$ cat src/rtl/core/wam_pkg.sv
// Shared types and constants of the weekly alarm matcher.
package wam_pkg;

    localparam logic [1:0] REQ_TICK    = 2'd0;
    localparam logic [1:0] REQ_ALARM   = 2'd1;
    localparam logic [1:0] REQ_HOLIDAY = 2'd2;

    localparam logic [3:0] DAY_SUNDAY    = 4'd0;
    localparam logic [3:0] DAY_SATURDAY  = 4'd6;
    localparam logic [3:0] RULE_WORKDAY  = 4'd7;
    localparam logic [3:0] RULE_WEEKEND  = 4'd8;
    localparam logic [3:0] RULE_EVERYDAY = 4'd9;
    localparam logic [3:0] RULE_HOLIDAY  = 4'd10;

    localparam logic [4:0]  LAST_HOUR        = 5'd23;
    localparam logic [5:0]  MINUTES_PER_HOUR = 6'd60;
    localparam logic [15:0] EPOCH_YEAR       = 16'd1970;
    localparam logic [7:0]  LAST_MINUTE_INIT = 8'hF0;
    localparam logic [4:0]  MAX_RESULTS      = 5'd16;

    typedef enum logic [2:0] {
        ST_IDLE,
        ST_HOL,
        ST_ALM,
        ST_DRAIN,
        ST_FLUSH
    } state_t;

    typedef struct packed {
        logic idle;
        logic hol_read;
        logic alm_read;
        logic flush;
    } cmd_t;

    typedef struct packed {
        logic tick_go;
        logic hol_last;
        logic alm_last;
    } status_t;

endpackage

$ cat src/rtl/core/weekly_alarm_matcher.sv
// Top level of the weekly alarm matcher: controller and datapath.
//
// An item is taken at a rising edge where start is high and busy is low.
// req_type selects a tick, an alarm slot write or a holiday slot write.
// Slot writes and ticks that are rejected (hour above 23, year 1970, or
// the same minute as the last accepted tick) leave busy low.
// A valid tick with alarms on raises busy while the holiday table is
// walked one entry a cycle, then the alarm table, each through a single
// registered read port, then through a drain state and a flush state.
// The table walks set the rate.
// Each firing alarm index appears on alarm_index for one cycle with
// result_valid high, in ascending slot order, at most sixteen per tick;
// last marks the final item of the tick. The last item appears in the cycle
// after busy falls. The receiver cannot stall the result items.
// The user must write the alarms_on register through cfg_we and cfg_wdata only
// while idle; the block itself does not enforce it. Reset clears all enable
// and valid bits, sets alarms_on and forgets the last minute seen.
module weekly_alarm_matcher
#(
    parameter int ALARM_SLOTS   = 16,
    parameter int HOLIDAY_SLOTS = 16
)
(
    input  logic        clk,
    input  logic        rst_n,
    input  logic        start,
    output logic        busy,
    input  logic        cfg_we,
    input  logic        cfg_wdata,
    input  logic [1:0]  req_type,
    input  logic [3:0]  slot,
    input  logic        entry_enable,
    input  logic [3:0]  day_code,
    input  logic [4:0]  hour,
    input  logic [5:0]  minute,
    input  logic [4:0]  day_of_month,
    input  logic [3:0]  month,
    input  logic [15:0] year,
    input  logic [4:0]  end_day,
    input  logic [3:0]  end_month,
    input  logic [7:0]  end_year_offset,
    output logic        result_valid,
    output logic [3:0]  alarm_index,
    output logic        last
);

    wam_pkg::cmd_t    cmd;
    wam_pkg::status_t status;

    assign busy = ~cmd.idle;

    wam_ctrl u_ctrl
    (
        .clk    (clk),
        .rst_n  (rst_n),
        .status (status),
        .cmd    (cmd)
    );

    wam_datapath
    #(
        .ALARM_SLOTS   (ALARM_SLOTS),
        .HOLIDAY_SLOTS (HOLIDAY_SLOTS)
    )
    u_datapath
    (
        .clk             (clk),
        .rst_n           (rst_n),
        .start           (start),
        .cmd             (cmd),
        .status          (status),
        .cfg_we          (cfg_we),
        .cfg_wdata       (cfg_wdata),
        .req_type        (req_type),
        .slot            (slot),
        .entry_enable    (entry_enable),
        .day_code        (day_code),
        .hour            (hour),
        .minute          (minute),
        .day_of_month    (day_of_month),
        .month           (month),
        .year            (year),
        .end_day         (end_day),
        .end_month       (end_month),
        .end_year_offset (end_year_offset),
        .result_valid    (result_valid),
        .alarm_index     (alarm_index),
        .last            (last)
    );

endmodule

$ cat src/rtl/core/wam_ctrl.sv
// Controller state machine that sequences the holiday and alarm table walks.
module wam_ctrl
(
    input  logic              clk,
    input  logic              rst_n,
    input  wam_pkg::status_t  status,
    output wam_pkg::cmd_t     cmd
);

    wam_pkg::state_t state_reg;
    wam_pkg::state_t state_next;

    always_ff @(posedge clk or negedge rst_n)
    begin
        if (!rst_n)
        begin
            state_reg <= wam_pkg::ST_IDLE;
        end
        else
        begin
            state_reg <= state_next;
        end
    end

    always_comb
    begin
        state_next = state_reg;
        case (state_reg)
            wam_pkg::ST_IDLE:
            begin
                if (status.tick_go)
                begin
                    state_next = wam_pkg::ST_HOL;
                end
            end
            wam_pkg::ST_HOL:
            begin
                if (status.hol_last)
                begin
                    state_next = wam_pkg::ST_ALM;
                end
            end
            wam_pkg::ST_ALM:
            begin
                if (status.alm_last)
                begin
                    state_next = wam_pkg::ST_DRAIN;
                end
            end
            wam_pkg::ST_DRAIN:
            begin
                state_next = wam_pkg::ST_FLUSH;
            end
            wam_pkg::ST_FLUSH:
            begin
                state_next = wam_pkg::ST_IDLE;
            end
            default:
            begin
                state_next = wam_pkg::ST_IDLE;
            end
        endcase
    end

    always_comb
    begin
        cmd = '0;
        case (state_reg)
            wam_pkg::ST_IDLE:  cmd.idle     = 1'b1;
            wam_pkg::ST_HOL:   cmd.hol_read = 1'b1;
            wam_pkg::ST_ALM:   cmd.alm_read = 1'b1;
            wam_pkg::ST_DRAIN: cmd           = '0;
            wam_pkg::ST_FLUSH: cmd.flush    = 1'b1;
            default:           cmd           = '0;
        endcase
    end

endmodule

$ cat src/rtl/core/wam_datapath.sv
// Datapath: slot tables, tick registers, holiday and alarm matching, result register.
module wam_datapath
#(
    parameter int ALARM_SLOTS   = 16,
    parameter int HOLIDAY_SLOTS = 16
)
(
    input  logic              clk,
    input  logic              rst_n,
    input  logic              start,
    input  wam_pkg::cmd_t     cmd,
    output wam_pkg::status_t  status,
    input  logic              cfg_we,
    input  logic              cfg_wdata,
    input  logic [1:0]        req_type,
    input  logic [3:0]        slot,
    input  logic              entry_enable,
    input  logic [3:0]        day_code,
    input  logic [4:0]        hour,
    input  logic [5:0]        minute,
    input  logic [4:0]        day_of_month,
    input  logic [3:0]        month,
    input  logic [15:0]       year,
    input  logic [4:0]        end_day,
    input  logic [3:0]        end_month,
    input  logic [7:0]        end_year_offset,
    output logic              result_valid,
    output logic [3:0]        alarm_index,
    output logic              last
);

    localparam int AAW = (ALARM_SLOTS > 1) ? $clog2(ALARM_SLOTS) : 1;
    localparam int HAW = (HOLIDAY_SLOTS > 1) ? $clog2(HOLIDAY_SLOTS) : 1;

    // Tables. Enable and valid bits are flip-flops cleared by reset.
    logic [10:0] alarm_time_mem  [ALARM_SLOTS];
    logic [3:0]  alarm_rule_mem  [ALARM_SLOTS];
    logic [24:0] hol_start_mem   [HOLIDAY_SLOTS];
    logic [16:0] hol_end_mem     [HOLIDAY_SLOTS];
    logic [ALARM_SLOTS-1:0]   alarm_en_reg;
    logic [HOLIDAY_SLOTS-1:0] hol_valid_reg;

    logic        alarms_on_reg;
    logic [7:0]  last_minute_reg;

    // Tick item captured when a valid tick with alarms on is taken.
    logic [10:0] tod_reg;
    logic        tod_ok_reg;
    logic [3:0]  wday_reg;
    logic [25:0] today_reg;

    logic [HAW-1:0] hol_cnt_reg;
    logic [AAW-1:0] alm_cnt_reg;

    // Registered table reads.
    logic           hol_eval_reg;
    logic           hv_rd_reg;
    logic [24:0]    hs_rd_reg;
    logic [16:0]    he_rd_reg;
    logic           alm_eval_reg;
    logic           ae_rd_reg;
    logic [10:0]    at_rd_reg;
    logic [3:0]     ar_rd_reg;
    logic [AAW-1:0] ai_rd_reg;

    logic       hol_reg;
    logic       pend_vld_reg;
    logic       pend_vld_next;
    logic [3:0] pend_idx_reg;
    logic [3:0] pend_idx_next;
    logic [4:0] hit_cnt_reg;
    logic [4:0] hit_cnt_next;
    logic       out_vld_reg;
    logic       out_vld_next;
    logic [3:0] out_idx_reg;
    logic [3:0] out_idx_next;
    logic       out_last_reg;
    logic       out_last_next;

    logic           accept;
    logic           tick_ok;
    logic           tick_valid;
    logic           wr_alarm;
    logic           wr_hol;
    logic [AAW-1:0] slot_a;
    logic [HAW-1:0] slot_h;
    logic [10:0]    tod_in;
    logic           hol_match;
    logic           rule_ok;
    logic           hit;

    logic [4:0]  sd;
    logic [3:0]  sm;
    logic [15:0] sy;
    logic [4:0]  ed;
    logic [3:0]  em;
    logic [7:0]  eoff;
    logic [25:0] key_lo;
    logic [25:0] key_hi;

    assign accept     = start & cmd.idle;
    assign tick_ok    = (hour <= wam_pkg::LAST_HOUR)
                        && ({2'b00, minute} != last_minute_reg)
                        && (year != wam_pkg::EPOCH_YEAR);
    assign tick_valid = accept && (req_type == wam_pkg::REQ_TICK) && tick_ok;
    assign wr_alarm   = accept && (req_type == wam_pkg::REQ_ALARM)
                        && (int'(slot) < ALARM_SLOTS);
    assign wr_hol     = accept && (req_type == wam_pkg::REQ_HOLIDAY)
                        && (int'(slot) < HOLIDAY_SLOTS);
    assign slot_a     = AAW'(slot);
    assign slot_h     = HAW'(slot);
    assign tod_in     = 11'(hour) * 11'(wam_pkg::MINUTES_PER_HOUR) + 11'(minute);

    assign status.tick_go  = tick_valid & alarms_on_reg;
    assign status.hol_last = (hol_cnt_reg == HAW'(HOLIDAY_SLOTS - 1));
    assign status.alm_last = (alm_cnt_reg == AAW'(ALARM_SLOTS - 1));

    // Table writes.
    always_ff @(posedge clk)
    begin
        if (wr_alarm)
        begin
            alarm_time_mem[slot_a] <= 11'(hour) * 11'(wam_pkg::MINUTES_PER_HOUR)
                                      + 11'(minute);
            alarm_rule_mem[slot_a] <= day_code;
        end
        if (wr_hol)
        begin
            hol_start_mem[slot_h] <= {year, month, day_of_month};
            hol_end_mem[slot_h]   <= {end_year_offset, end_month, end_day};
        end
    end

    // Table reads, one entry per cycle during each walk; tick capture; output registers.
    always_ff @(posedge clk)
    begin
        if (cmd.hol_read)
        begin
            hs_rd_reg <= hol_start_mem[hol_cnt_reg];
            he_rd_reg <= hol_end_mem[hol_cnt_reg];
            hv_rd_reg <= hol_valid_reg[hol_cnt_reg];
        end
        if (cmd.alm_read)
        begin
            at_rd_reg <= alarm_time_mem[alm_cnt_reg];
            ar_rd_reg <= alarm_rule_mem[alm_cnt_reg];
            ae_rd_reg <= alarm_en_reg[alm_cnt_reg];
            ai_rd_reg <= alm_cnt_reg;
        end
        if (status.tick_go)
        begin
            tod_reg    <= tod_in;
            tod_ok_reg <= (minute < wam_pkg::MINUTES_PER_HOUR);
            wday_reg   <= day_code;
            today_reg  <= {1'b0, year, month, day_of_month};
        end
        alarm_index <= out_idx_reg;
        last        <= out_last_reg;
    end

    // Holiday match on the entry read in the previous cycle.
    always_comb
    begin
        sd     = hs_rd_reg[4:0];
        sm     = hs_rd_reg[8:5];
        sy     = hs_rd_reg[24:9];
        ed     = he_rd_reg[4:0];
        em     = he_rd_reg[8:5];
        eoff   = he_rd_reg[16:9];
        key_lo = {1'b0, sy, sm, sd};
        key_hi = {17'(sy) + 17'(eoff), em, ed};
        hol_match = 1'b0;
        if ((today_reg[4:0] == sd) && (today_reg[8:5] == sm)
            && ((sy == 16'd0) || (today_reg[24:9] == sy)))
        begin
            hol_match = 1'b1;
        end
        if ((ed != 5'd0) && (em != 4'd0) && (today_reg >= key_lo) && (today_reg <= key_hi))
        begin
            hol_match = 1'b1;
        end
    end

    // Day rule of the alarm entry read in the previous cycle.
    always_comb
    begin
        if (hol_reg)
        begin
            rule_ok = (ar_rd_reg == wam_pkg::RULE_HOLIDAY);
        end
        else
        begin
            rule_ok = (ar_rd_reg == wday_reg)
                || (ar_rd_reg == wam_pkg::RULE_EVERYDAY)
                || ((ar_rd_reg == wam_pkg::RULE_WORKDAY) && (wday_reg > wam_pkg::DAY_SUNDAY)
                    && (wday_reg < wam_pkg::DAY_SATURDAY))
                || ((ar_rd_reg == wam_pkg::RULE_WEEKEND)
                    && ((wday_reg == wam_pkg::DAY_SUNDAY)
                        || (wday_reg == wam_pkg::DAY_SATURDAY)));
        end
    end

    // A stored time counts as a match only when the tick minute is below sixty.
    assign hit = alm_eval_reg && ae_rd_reg && tod_ok_reg && (at_rd_reg == tod_reg) && rule_ok
                 && (hit_cnt_reg < wam_pkg::MAX_RESULTS);

    // One hit is held back so that the final one of the tick can carry last.
    always_comb
    begin
        pend_vld_next = pend_vld_reg;
        pend_idx_next = pend_idx_reg;
        hit_cnt_next  = hit_cnt_reg;
        out_vld_next  = 1'b0;
        out_idx_next  = pend_idx_reg;
        out_last_next = 1'b0;
        if (status.tick_go)
        begin
            pend_vld_next = 1'b0;
            hit_cnt_next  = 5'd0;
        end
        else if (hit)
        begin
            out_vld_next  = pend_vld_reg;
            pend_vld_next = 1'b1;
            pend_idx_next = 4'(ai_rd_reg);
            hit_cnt_next  = 5'(hit_cnt_reg + 5'd1);
        end
        else if (cmd.flush && pend_vld_reg)
        begin
            out_vld_next  = 1'b1;
            out_last_next = 1'b1;
            pend_vld_next = 1'b0;
        end
    end

    always_ff @(posedge clk)
    begin
        pend_idx_reg <= pend_idx_next;
        out_idx_reg  <= out_idx_next;
        out_last_reg <= out_last_next;
    end

    always_ff @(posedge clk or negedge rst_n)
    begin
        if (!rst_n)
        begin
            alarm_en_reg    <= '0;
            hol_valid_reg   <= '0;
            alarms_on_reg   <= 1'b1;
            last_minute_reg <= wam_pkg::LAST_MINUTE_INIT;
            hol_cnt_reg     <= '0;
            alm_cnt_reg     <= '0;
            hol_eval_reg    <= 1'b0;
            alm_eval_reg    <= 1'b0;
            hol_reg         <= 1'b0;
            pend_vld_reg    <= 1'b0;
            hit_cnt_reg     <= '0;
            out_vld_reg     <= 1'b0;
            result_valid    <= 1'b0;
        end
        else
        begin
            if (cfg_we)
            begin
                alarms_on_reg <= cfg_wdata;
            end
            if (wr_alarm)
            begin
                alarm_en_reg[slot_a] <= entry_enable;
            end
            if (wr_hol)
            begin
                hol_valid_reg[slot_h] <= entry_enable;
            end
            if (tick_valid)
            begin
                last_minute_reg <= {2'b00, minute};
            end
            if (status.tick_go)
            begin
                hol_cnt_reg <= '0;
                alm_cnt_reg <= '0;
                hol_reg     <= 1'b0;
            end
            else
            begin
                if (cmd.hol_read)
                begin
                    hol_cnt_reg <= HAW'(hol_cnt_reg + 1'b1);
                end
                if (cmd.alm_read)
                begin
                    alm_cnt_reg <= AAW'(alm_cnt_reg + 1'b1);
                end
                if (hol_eval_reg && hv_rd_reg && hol_match)
                begin
                    hol_reg <= 1'b1;
                end
            end
            hol_eval_reg <= cmd.hol_read;
            alm_eval_reg <= cmd.alm_read;
            pend_vld_reg <= pend_vld_next;
            hit_cnt_reg  <= hit_cnt_next;
            out_vld_reg  <= out_vld_next;
            result_valid <= out_vld_reg;
        end
    end

endmodule

$ cat config.mk
export PLATFORM = sky130hd
export DESIGN_NAME = weekly_alarm_matcher
export DESIGN_NICKNAME = d
export VERILOG_FILES = /design/src/rtl/core/wam_pkg.sv /design/src/rtl/core/weekly_alarm_matcher.sv /design/src/rtl/core/wam_ctrl.sv /design/src/rtl/core/wam_datapath.sv
export SDC_FILE = /design/constraint.sdc
export NUM_CORES = 1
export LEC_CHECK = 0
export BUFFER_PORTS_ARGS = -buffer_cell sky130_fd_sc_hd__buf_2
export CELL_PAD_IN_SITES_DETAIL_PLACEMENT = 1
export CELL_PAD_IN_SITES_GLOBAL_PLACEMENT = 2
export CORE_MARGIN = 1
export CORE_UTILIZATION = 47
export CTS_BUF_LIST = sky130_fd_sc_hd__clkbuf_4
export DETAILED_ROUTE_END_ITERATION = 8
export PLACE_DENSITY_LB_ADDON = 0.25
export SLEW_MARGIN = 20
export SYNTH_ARGS = -nofsm -noshare
export SYNTH_HDL_FRONTEND = slang
export SYNTH_SLANG_ARGS = --single-unit
$ cat constraint.sdc
create_clock -name clk -period 4.68 [get_ports clk]
set_input_delay 0 -clock clk [delete_from_list [all_inputs] [get_ports clk]]
set_output_delay 0 -clock clk [all_outputs]
set_load 0.05 [all_outputs]
==> results.yml <==
run_status:
  outcome: "finished clean"
die:
  fp.dieW_um: 305
  coreArea_um2: 90600
  fp.dieArea_um2: 93300
  io_pins: 76
  fp-row-count: 110
  die_y_um: 305
  start_util_pct: 47.8
sta:
  post-route-period-util_pct: 87.5
  rsz0062_at_grt: "false"
  min_period_ns: 4.10
  hold_viol: 0
  setup_viol: 0
  fin_skew_ns: 0.0943
  drv_slew: 0
  slew-limit-headroom_pct: 26.3
  max_freq_mhz: 244
  setup_tns_ns: 0
  fin_hold_ws_ns: 0.0819
  worstMarginPinSlew_ns: 1.10
power:
  vdd_ir_drop_max_mv: 0.308
  power_density_nw_per_um2: 545
  cellLeakagePower_nw: 17.2
  finalPower_mw: 27.6
place:
  gp_congestion: 0.795
  port_buffers: 75
  dp_hpwl_mm: 60.0
grt:
  grt_max_degree: 61
  antenna_found_initial: 7
  gr-total-overflow: 0
  grt.met2_usage_pct: 40.6
  grt_pass1_wl_mm: 157
  first_global_vias: 24200
  use_met1_pct: 29.4
  grtUsageTotal_pct: 23.4
  grt_use_met3_pct: 4.41
  busiest_layer: "met2"
finish:
  nets: 2635
  final_layout_size_suffix_gt1_share_pct: 36.7
  regMostFlops: "u_datapath.hol_start_mem"
  final_common_cell: "edfxtp_1"
  fillers: 8015
  largest_reg_flops: 400
  reg_top3: "u_datapath.hol_start_mem (400), u_datapath.hol_end_mem (272), u_datapath.alarm_time_mem (176)"
  layout_common_cells: "edfxtp_1, clkbuf_4, mux4_2, dlygate4sd3_1, ha_1"
  final_util_pct: 55.9
  syn2layout_area_growth_pct: 16.9
worst_setup_path:
  worst_setup_path_start_kind: "register"
  ff2ff_setup_slack_ns: 0.58
  crit_path_max_fanout: 4
  cp.arrival_ns: 5.09
  startpoint: "u_datapath.hs_rd_reg[9]$_DFFE_PP_"
  crit-reg2reg-launch: "u_datapath.hs_rd_reg[9]$_DFFE_PP_"
  rr_worst_depth: 14
  path_class: "register to register"
  crit_required_ns: 5.67
  cp-end-kind: "register"
cts:
  clk_path_buf_depth: 4
  cts_sinks: 1092
  clk_latency_ns: 1.15
  numCtsBuffers: 298
  clk_pin_slew_ns: 0.07
  cts_root_buf: "clkbuf_4"
  htree_num_levels: 5
  cts_tree: "done"
route:
  viasPerCell: 5.68
  drcViolationCount: 0
  routed_wl_mm: 107
  drt-pass1-iter-count: 5
  routedWlPerCell_um: 27.7
  drt_iter0_drc: 1617
  num_vias: 21900
  ant_nets: 0
flow_run:
  cap_violations: 0
worst_hold_path:
  holdCritPathClass: "input pin to register"
  whs_path_depth: 5
  worstHoldStart: "hour[2]"
synth:
  synth-xor-area-share_pct: 1.05
  synthSimpleGateAreaFrac_pct: 2.40
  synth_mux_area_share_pct: 16.4
  synthArstFlopShare_pct: 5.68
  synth_compound_area_share_pct: 1.38
  yosys_warnings: 0
  synth_top_family_by_area: "multiplexers"
  syn_nets: 2139
  netlist_instances: 1983
  syn_avg_cell_area_um2: 21.8
  synth_cell_types: 64
  synthAdderAreaFrac_pct: 2.67
  synth_ff_type: "edfxtp_1"
  ys_seq_area_share_pct: 74.9
  synth_edf_count: 1020
  syn-cell-area_um2: 43300
  ys_seq_elements: 1092
[layer usage]
metal,routed length (um),part of all wire [%]
met1,42700,40
met2,56400,53
met3,4870,4.6
met4,2580,2.4
met5,13,0.012
[stage by stage]
stage / cell area (um^2) / setup WS (ns) / instances
after floorplan: 43300 / 0.801 / 1983
after global placement: 45700 / 0.805 / 3221
after detailed placement: 45700 / 0.592 / 3221
final: 50600 / 0.583 / 3852
after global routing: 50600 / 0.203 / 3852
after CTS: 50600 / 0.583 / 3846
[synth_stat cells (all sizes together), types with 21 or more instances]
library cell	number	area (um^2)
a21oi	32	164
buf	36	171
clkbuf	40	150
dfrtp	58	1450
edfxtp	1020	30600
ha	78	976
inv	56	210
mux2	38	428
mux4	295	6640
nand2	21	78.8
nor2	64	248
xnor2	21	184
xor2	31	272
[critical path, cell delays in order, from the launching register on]
cell and delay (ns):
edfxtp_1 0.42, ha_1 0.24, fa_1 0.41, a21oi_1 0.23, nor2_1 0.12, nor4_1 0.47, nor2_1 0.20, nand3_1 0.14
xnor2_1 0.08, ha_1 0.33, nand4_1 0.17, or4_1 0.58, nor4_1 0.28, a211oi_1 0.08, o31ai_1 0.25
[layout make-up]
cell class	instances	area, um^2	share of cell area, %
Multi-Input combinational cell	759	10600	20.9
Antenna cell	6	15.0	0.0297
Sequential cell	1092	32400	64.1
Clock inverter	61	236	0.467
Inverter	56	210	0.416
Clock buffer	430	3230	6.38
Timing Repair Buffer	272	2460	4.87
Tap cell	1176	1470	2.91
[final timing paths]
| check | endpoint |
|---|---|
| worst min-delay path | u_datapath.alarm_time_mem[13][4]$_DFFE_PP_ |
| worst max register to register | u_datapath.hol_reg$_DFFE_PN0P_ |
| max in group asynchronous | u_datapath.alm_cnt_reg[0]$_DFFE_PN0P_ |
| worst min register to register | u_datapath.alarm_index[2]$_DFF_P_ |
| min in group asynchronous | u_datapath.hol_valid_reg[15]$_DFFE_PN0P_ |
| worst max-delay path | u_datapath.hol_reg$_DFFE_PN0P_ |
[where the power goes]
group / total (mW) / switching, mW / internal (mW)
Combinational: 7.24 / 3.58 / 3.66
Sequential: 12.4 / 0.789 / 11.6
Clock: 7.95 / 3.77 / 4.19
[kinds of logic after synthesis]
family	after synthesis
flops	1092
mux	335
simple gates	196
buf+inv	132
compound gates	89
fa+ha+maj	87
xor+xnor	52
[repair_timing]
| action | in CTS | in global routing |
|---|---|---|
| setup buffers | 0 | 0 |
| gates resized for setup | 0 | 0 |
| hold endpoints to repair | 1923 | 0 |
| hold buffers | 134 | 0 |
No activity file was read; power rests on OpenSTA's default activity.
